===== src/design/wert_pkg.sv =====
// ============================================================================
// wert_pkg: shared types and constants of the windowed event rate tracker
// Field widths, payload structs, sequencer states and the storage command
// group used between the sequencer and the ring storage.
// ============================================================================
package wert_pkg;

  // Fixed field widths.
  localparam int CTR_IDX_W = 6;
  localparam int TOTAL_W   = 64;
  localparam int SLOTS_W   = 10;
  localparam int CNT_W     = 32;
  localparam int DIV_CNT_W = $clog2(CNT_W);

  // Default sizing.
  localparam int COUNTERS_DEF       = 64;
  localparam int INTERVAL_SLOTS_DEF = 12;
  localparam int MINUTE_SLOTS_DEF   = 60;

  typedef struct packed {
    logic [CTR_IDX_W-1:0] counter_index;
    logic [TOTAL_W-1:0]   current_total;
    logic [SLOTS_W-1:0]   slots;
    logic                 end_of_run;
  } in_item_t;

  typedef struct packed {
    logic [CTR_IDX_W-1:0] counter_echo;
    logic [CNT_W-1:0]     interval_count;
    logic [CNT_W-1:0]     minute_sum;
    logic [CNT_W-1:0]     hour_sum;
  } out_item_t;

  typedef enum logic [3:0] {
    ST_IDLE,
    ST_RDPREV,
    ST_START,
    ST_DIV,
    ST_LOAD,
    ST_FILL,
    ST_SUM,
    ST_TAIL,
    ST_OUT
  } wert_state_e;

  typedef struct packed {
    logic prev_we;
    logic ir_we;
    logic mr_we;
  } store_cmd_t;

endpackage


===== src/design/wert_div.sv =====
// ============================================================================
// wert_div: iterative restoring divider
// Divides a 32-bit count by a 10-bit slot count, one quotient bit per cycle.
// ============================================================================
module wert_div import wert_pkg::*; (
  input  logic               clk_i,
  input  logic               rst_ni,
  input  logic               start_i,
  input  logic [CNT_W-1:0]   dividend_i,
  input  logic [SLOTS_W-1:0] divisor_i,
  output logic               busy_o,
  output logic [CNT_W-1:0]   quot_o,
  output logic [SLOTS_W-1:0] rem_o
);

  logic                 busy_q;
  logic [DIV_CNT_W-1:0] cnt_q;
  logic [CNT_W-1:0]     quot_q;
  logic [SLOTS_W-1:0]   rem_q;
  logic [SLOTS_W-1:0]   dvs_q;
  logic [SLOTS_W:0]     trial;
  logic [SLOTS_W:0]     trial_sub;
  logic                 fits;

  // Bring down the next dividend bit and try to subtract the divisor.
  always_comb begin
    trial     = {rem_q, quot_q[CNT_W-1]};
    fits      = trial >= {1'b0, dvs_q};
    trial_sub = trial - {1'b0, dvs_q};
  end

  always_ff @(posedge clk_i or negedge rst_ni) begin
    if (!rst_ni) begin
      busy_q <= 1'b0;
      cnt_q  <= '0;
    end else if (start_i) begin
      busy_q <= 1'b1;
      cnt_q  <= '0;
    end else if (busy_q) begin
      cnt_q <= cnt_q + DIV_CNT_W'(1);
      if (cnt_q == DIV_CNT_W'(CNT_W - 1)) begin
        busy_q <= 1'b0;
      end
    end
  end

  always_ff @(posedge clk_i) begin
    if (start_i) begin
      quot_q <= dividend_i;
      rem_q  <= '0;
      dvs_q  <= divisor_i;
    end else if (busy_q) begin
      quot_q <= {quot_q[CNT_W-2:0], fits};
      rem_q  <= fits ? trial_sub[SLOTS_W-1:0] : trial[SLOTS_W-1:0];
    end
  end

  assign busy_o = busy_q;
  assign quot_o = quot_q;
  assign rem_o  = rem_q;

endmodule


===== config.mk =====
export PLATFORM = sky130hd
export DESIGN_NAME = wert_div
export DESIGN_NICKNAME = d
export VERILOG_FILES = /design/src/design/wert_pkg.sv /design/src/design/wert_div.sv
export SDC_FILE = /design/constraint.sdc
export NUM_CORES = 1
export LEC_CHECK = 0
export CAP_MARGIN = 5
export CORE_ASPECT_RATIO = 0.9
export CORE_MARGIN = 5
export CORE_UTILIZATION = 50
export DETAILED_ROUTE_END_ITERATION = 16
export DONT_BUFFER_PORTS = 1
export PLACE_DENSITY = 0.74
export SKIP_CTS_REPAIR_TIMING = 1
export SLEW_MARGIN = 25
export SYNTH_ARGS = -nofsm -noshare
export SYNTH_HDL_FRONTEND = slang
export SYNTH_SLANG_ARGS = --single-unit
export TNS_END_PERCENT = 5

===== constraint.sdc =====
create_clock -name clk_i -period 3.4 [get_ports clk_i]
set_input_delay 0.51 -clock clk_i [delete_from_list [all_inputs] [get_ports clk_i]]
set_output_delay 0.51 -clock clk_i [all_outputs]
set_load 0.05 [all_outputs]

==> results_dict.tcl <==
set metrics [dict create \
    drv_slew 0 \
    yosysWarnings 0 \
    syn_inst 227 \
    hold_slack_ns 0.2396 \
    row_count 26 \
    max-slew-margin-rel 0.5839 \
    setup_slack_ns 0.7811 \
    synthesis.nets 285 \
    area_delta_synth_final_pct 11.69 \
    gp_congestion 0.7929 \
    fin_tns_setup_ns 0 \
    post_dp_cell_area_um2 3057 \
    dieArea_um2 7496 \
    timing.final.crit_share 0.7703 \
    synth_fa_ha_area_frac 0.05805 \
    yosys.area.top_type "edfxtp_1" \
    power_density_nw_per_um2 563.4 \
    cp-start-kind "register" \
    syn_area_per_cell_um2 12.91 \
    hold_depth 1 \
    crit_path_end_kind "register" \
    nFillCells 458 \
    ys_top_cells_by_area "edfxtp_1 43%, mux2_2 11%, dfxtp_1 6.8%, dfrtp_1 5.1%, ha_1 5.1%" \
    maxCapViolations 0 \
    timing.final.crit_period_ns 2.619 \
    synth_top_family_by_area "multiplexers" \
    status "finished clean" \
    r2r_cells 8 \
    numCtsBuffers 9 \
    synth-edff-count 42 \
    layout_commonest_cell "edfxtp_1" \
    min_path_type "in -> reg" \
    antenna_found_initial 0 \
    io-pin-count 88 \
    fin_area_um2 3274 \
    hold_start "start_i" \
    multi_input_area_um2 1230 \
    dr.pass1.iters 4 \
    regArea_um2 1612 \
    ys_ff_latch 58 \
    place_ws_ns 0.7864 \
    vdd_drop_max_mv 0.3256 \
    grt_pass1_vias 1791 \
    layout_common_cells "42 x edfxtp_1, 29 x mux2_2, 21 x nor2_1" \
    crit_start "rem_o[1]$_SDFFE_PP0P_" \
    vias 1781 \
    reg2reg_slack_ns 0.78 \
    wl_per_cell_um 17.59 \
    async_reset_ff_frac 0.1034 \
    synth-xor-area-share 0.02390 \
    p_leak_nw 1.312 \
    synth_top_area_share 0.4302 \
    global_route.overflow_total 0 \
    setup_violations 0 \
    clkTransAtPathRegs_ns 0.07 \
    ys_seq_area_frac 0.5497 \
    insertion_delay_ns 0.34 \
    synth_compound_gate_area_share 0.09048 \
    ant_nets 0 \
    die_w_um 90.71 \
    drc_errors 0 \
    dpl.hpwl_mm 3.864 \
    rsz0062_at_grt "false" \
    grt_max_degree 63 \
    cts-root-buf "clkbuf_8" \
    diodes 0 \
    placedCellCount 298 \
    r2r_start "rem_o[1]$_SDFFE_PP0P_" \
    yosys.area_share.simple 0.08621 \
    worst-path-max-fanout 8 \
    io_buffers 0 \
    drt_iter0_markers 90 \
    die_y_um 82.64 \
    cts_tree "built" \
    hold_viol_final 0 \
    htree_levels 3 \
    stdcell_count 315 \
    final_nets 298 \
    drive_gt1_frac 0.2408 \
    core_um2 5693 \
    totalWireLength_mm 5.540 \
    max_clock_freq_ghz 0.3818 \
    syn_area_um2 2932 \
    synth.distinct_cells 42 \
    worst_pin_slew_ns 0.6233 \
    grt_usage 0.1570 \
    synth_flop_cell "edfxtp_1" \
    path_class "reg -> reg" \
    synth_mux_area_frac 0.1609 \
    detail_route.vias_per_cell 5.654 \
    cp.required_ns 3.60 \
    skew_ns 0.006438 \
    start_util 0.5149 \
    arrival_ns 2.82 \
    grt_pass1_wl_mm 9.045 \
    clockBufferDepth 2 \
    clock-sinks 58 \
]
through the flow:
stage | utilization | total power [mW]
after detailed placement | 0.5369 | 1.186
final | 0.5752 | 1.845
after global routing | 0.5752 | 1.919
after global placement | 0.5369 | 1.181
after CTS | 0.5734 | 1.861
after floorplan | - | 1.154
critical path, stage by stage, from the launching register on:
cell and delay [ns]:
dfxtp_1 0.72, ha_1 0.34, nor2_1 0.07, a211oi_2 0.32
o31ai_2 0.13, a22oi_2 0.37, buf_4 0.24, mux2i_1 0.19
a211oi_1 0.09
synthesized netlist by cell type (2+ instances only):
master / count
a21oi_1: 6
nand2_1: 6
xor2_1: 2
nor2_1: 21
nand2b_1: 2
nand3_1: 3
o31a_1: 2
ha_1: 12
a21o_1: 3
dfrtp_1: 6
o41ai_1: 2
nor3_1: 3
mux2_2: 29
a211oi_1: 8
xnor2_1: 6
inv_1: 12
edfxtp_1: 42
o21a_1: 3
mux2_1: 4
clkbuf_1: 9
dfxtp_1: 10
nor2b_1: 6
mux2i_1: 10
and3_1: 2
path summary, 6_finish.rpt:
check | endpoint
max in group asynchronous | cnt_q[3]$_DFFE_PN0P_
hold / removal | rem_o[8]$_SDFFE_PP0P_
setup / recovery | rem_o[3]$_SDFFE_PP0P_
setup reg to reg | rem_o[3]$_SDFFE_PP0P_
min in group asynchronous | cnt_q[0]$_DFFE_PN0P_
hold reg to reg | cnt_q[4]$_DFFE_PN0P_
flip-flops by register name (all words and copies together), names as in the netlist:
| register | cells |
|---|---|
| busy_o | 1 |
| dvs_q | 10 |
| rem_o | 10 |
| cnt_q | 5 |
| quot_o | 32 |
power breakdown:
group / total [mW] / internal, mW / switching, mW
clock: 0.673 / 0.403 / 0.270
combinational: 0.167 / 0.0857 / 0.0811
sequential: 1.00 / 0.826 / 0.179
final cells by class:
cell class	instances	share of cell area
Clock buffer	9	0.03783
Clock inverter	7	0.02560
Inverter	12	0.01376
Multi-Input combinational cell	147	0.3756
Sequential cell	58	0.4922
Tap cell	70	0.02675
Timing Repair Buffer	12	0.02828
routing by layer:
| metal | vias to the layer above | GRT usage | routed length, µm |
|---|---|---|---|
| met5 | - | 0 | 0 |
| met4 | 0 | 0.06548 | 93 |
| met3 | 8 | 0.07428 | 403 |
| met2 | 59 | 0.2388 | 2616 |
| met1 | 848 | 0.1932 | 2426 |
| li1 | 866 | - | - |
logic make-up (layout without fill, tap and decap cells):
| group | Yosys count | after routing |
|---|---|---|
| mux | 43 | 43 |
| buf+inv | 22 | 40 |
| compound gates | 32 | 32 |
| fa+ha+maj | 13 | 13 |
| xor+xnor | 8 | 8 |
| flops | 58 | 58 |
| simple gates | 51 | 51 |
Note: power is estimated with default switching activity, not from simulation.
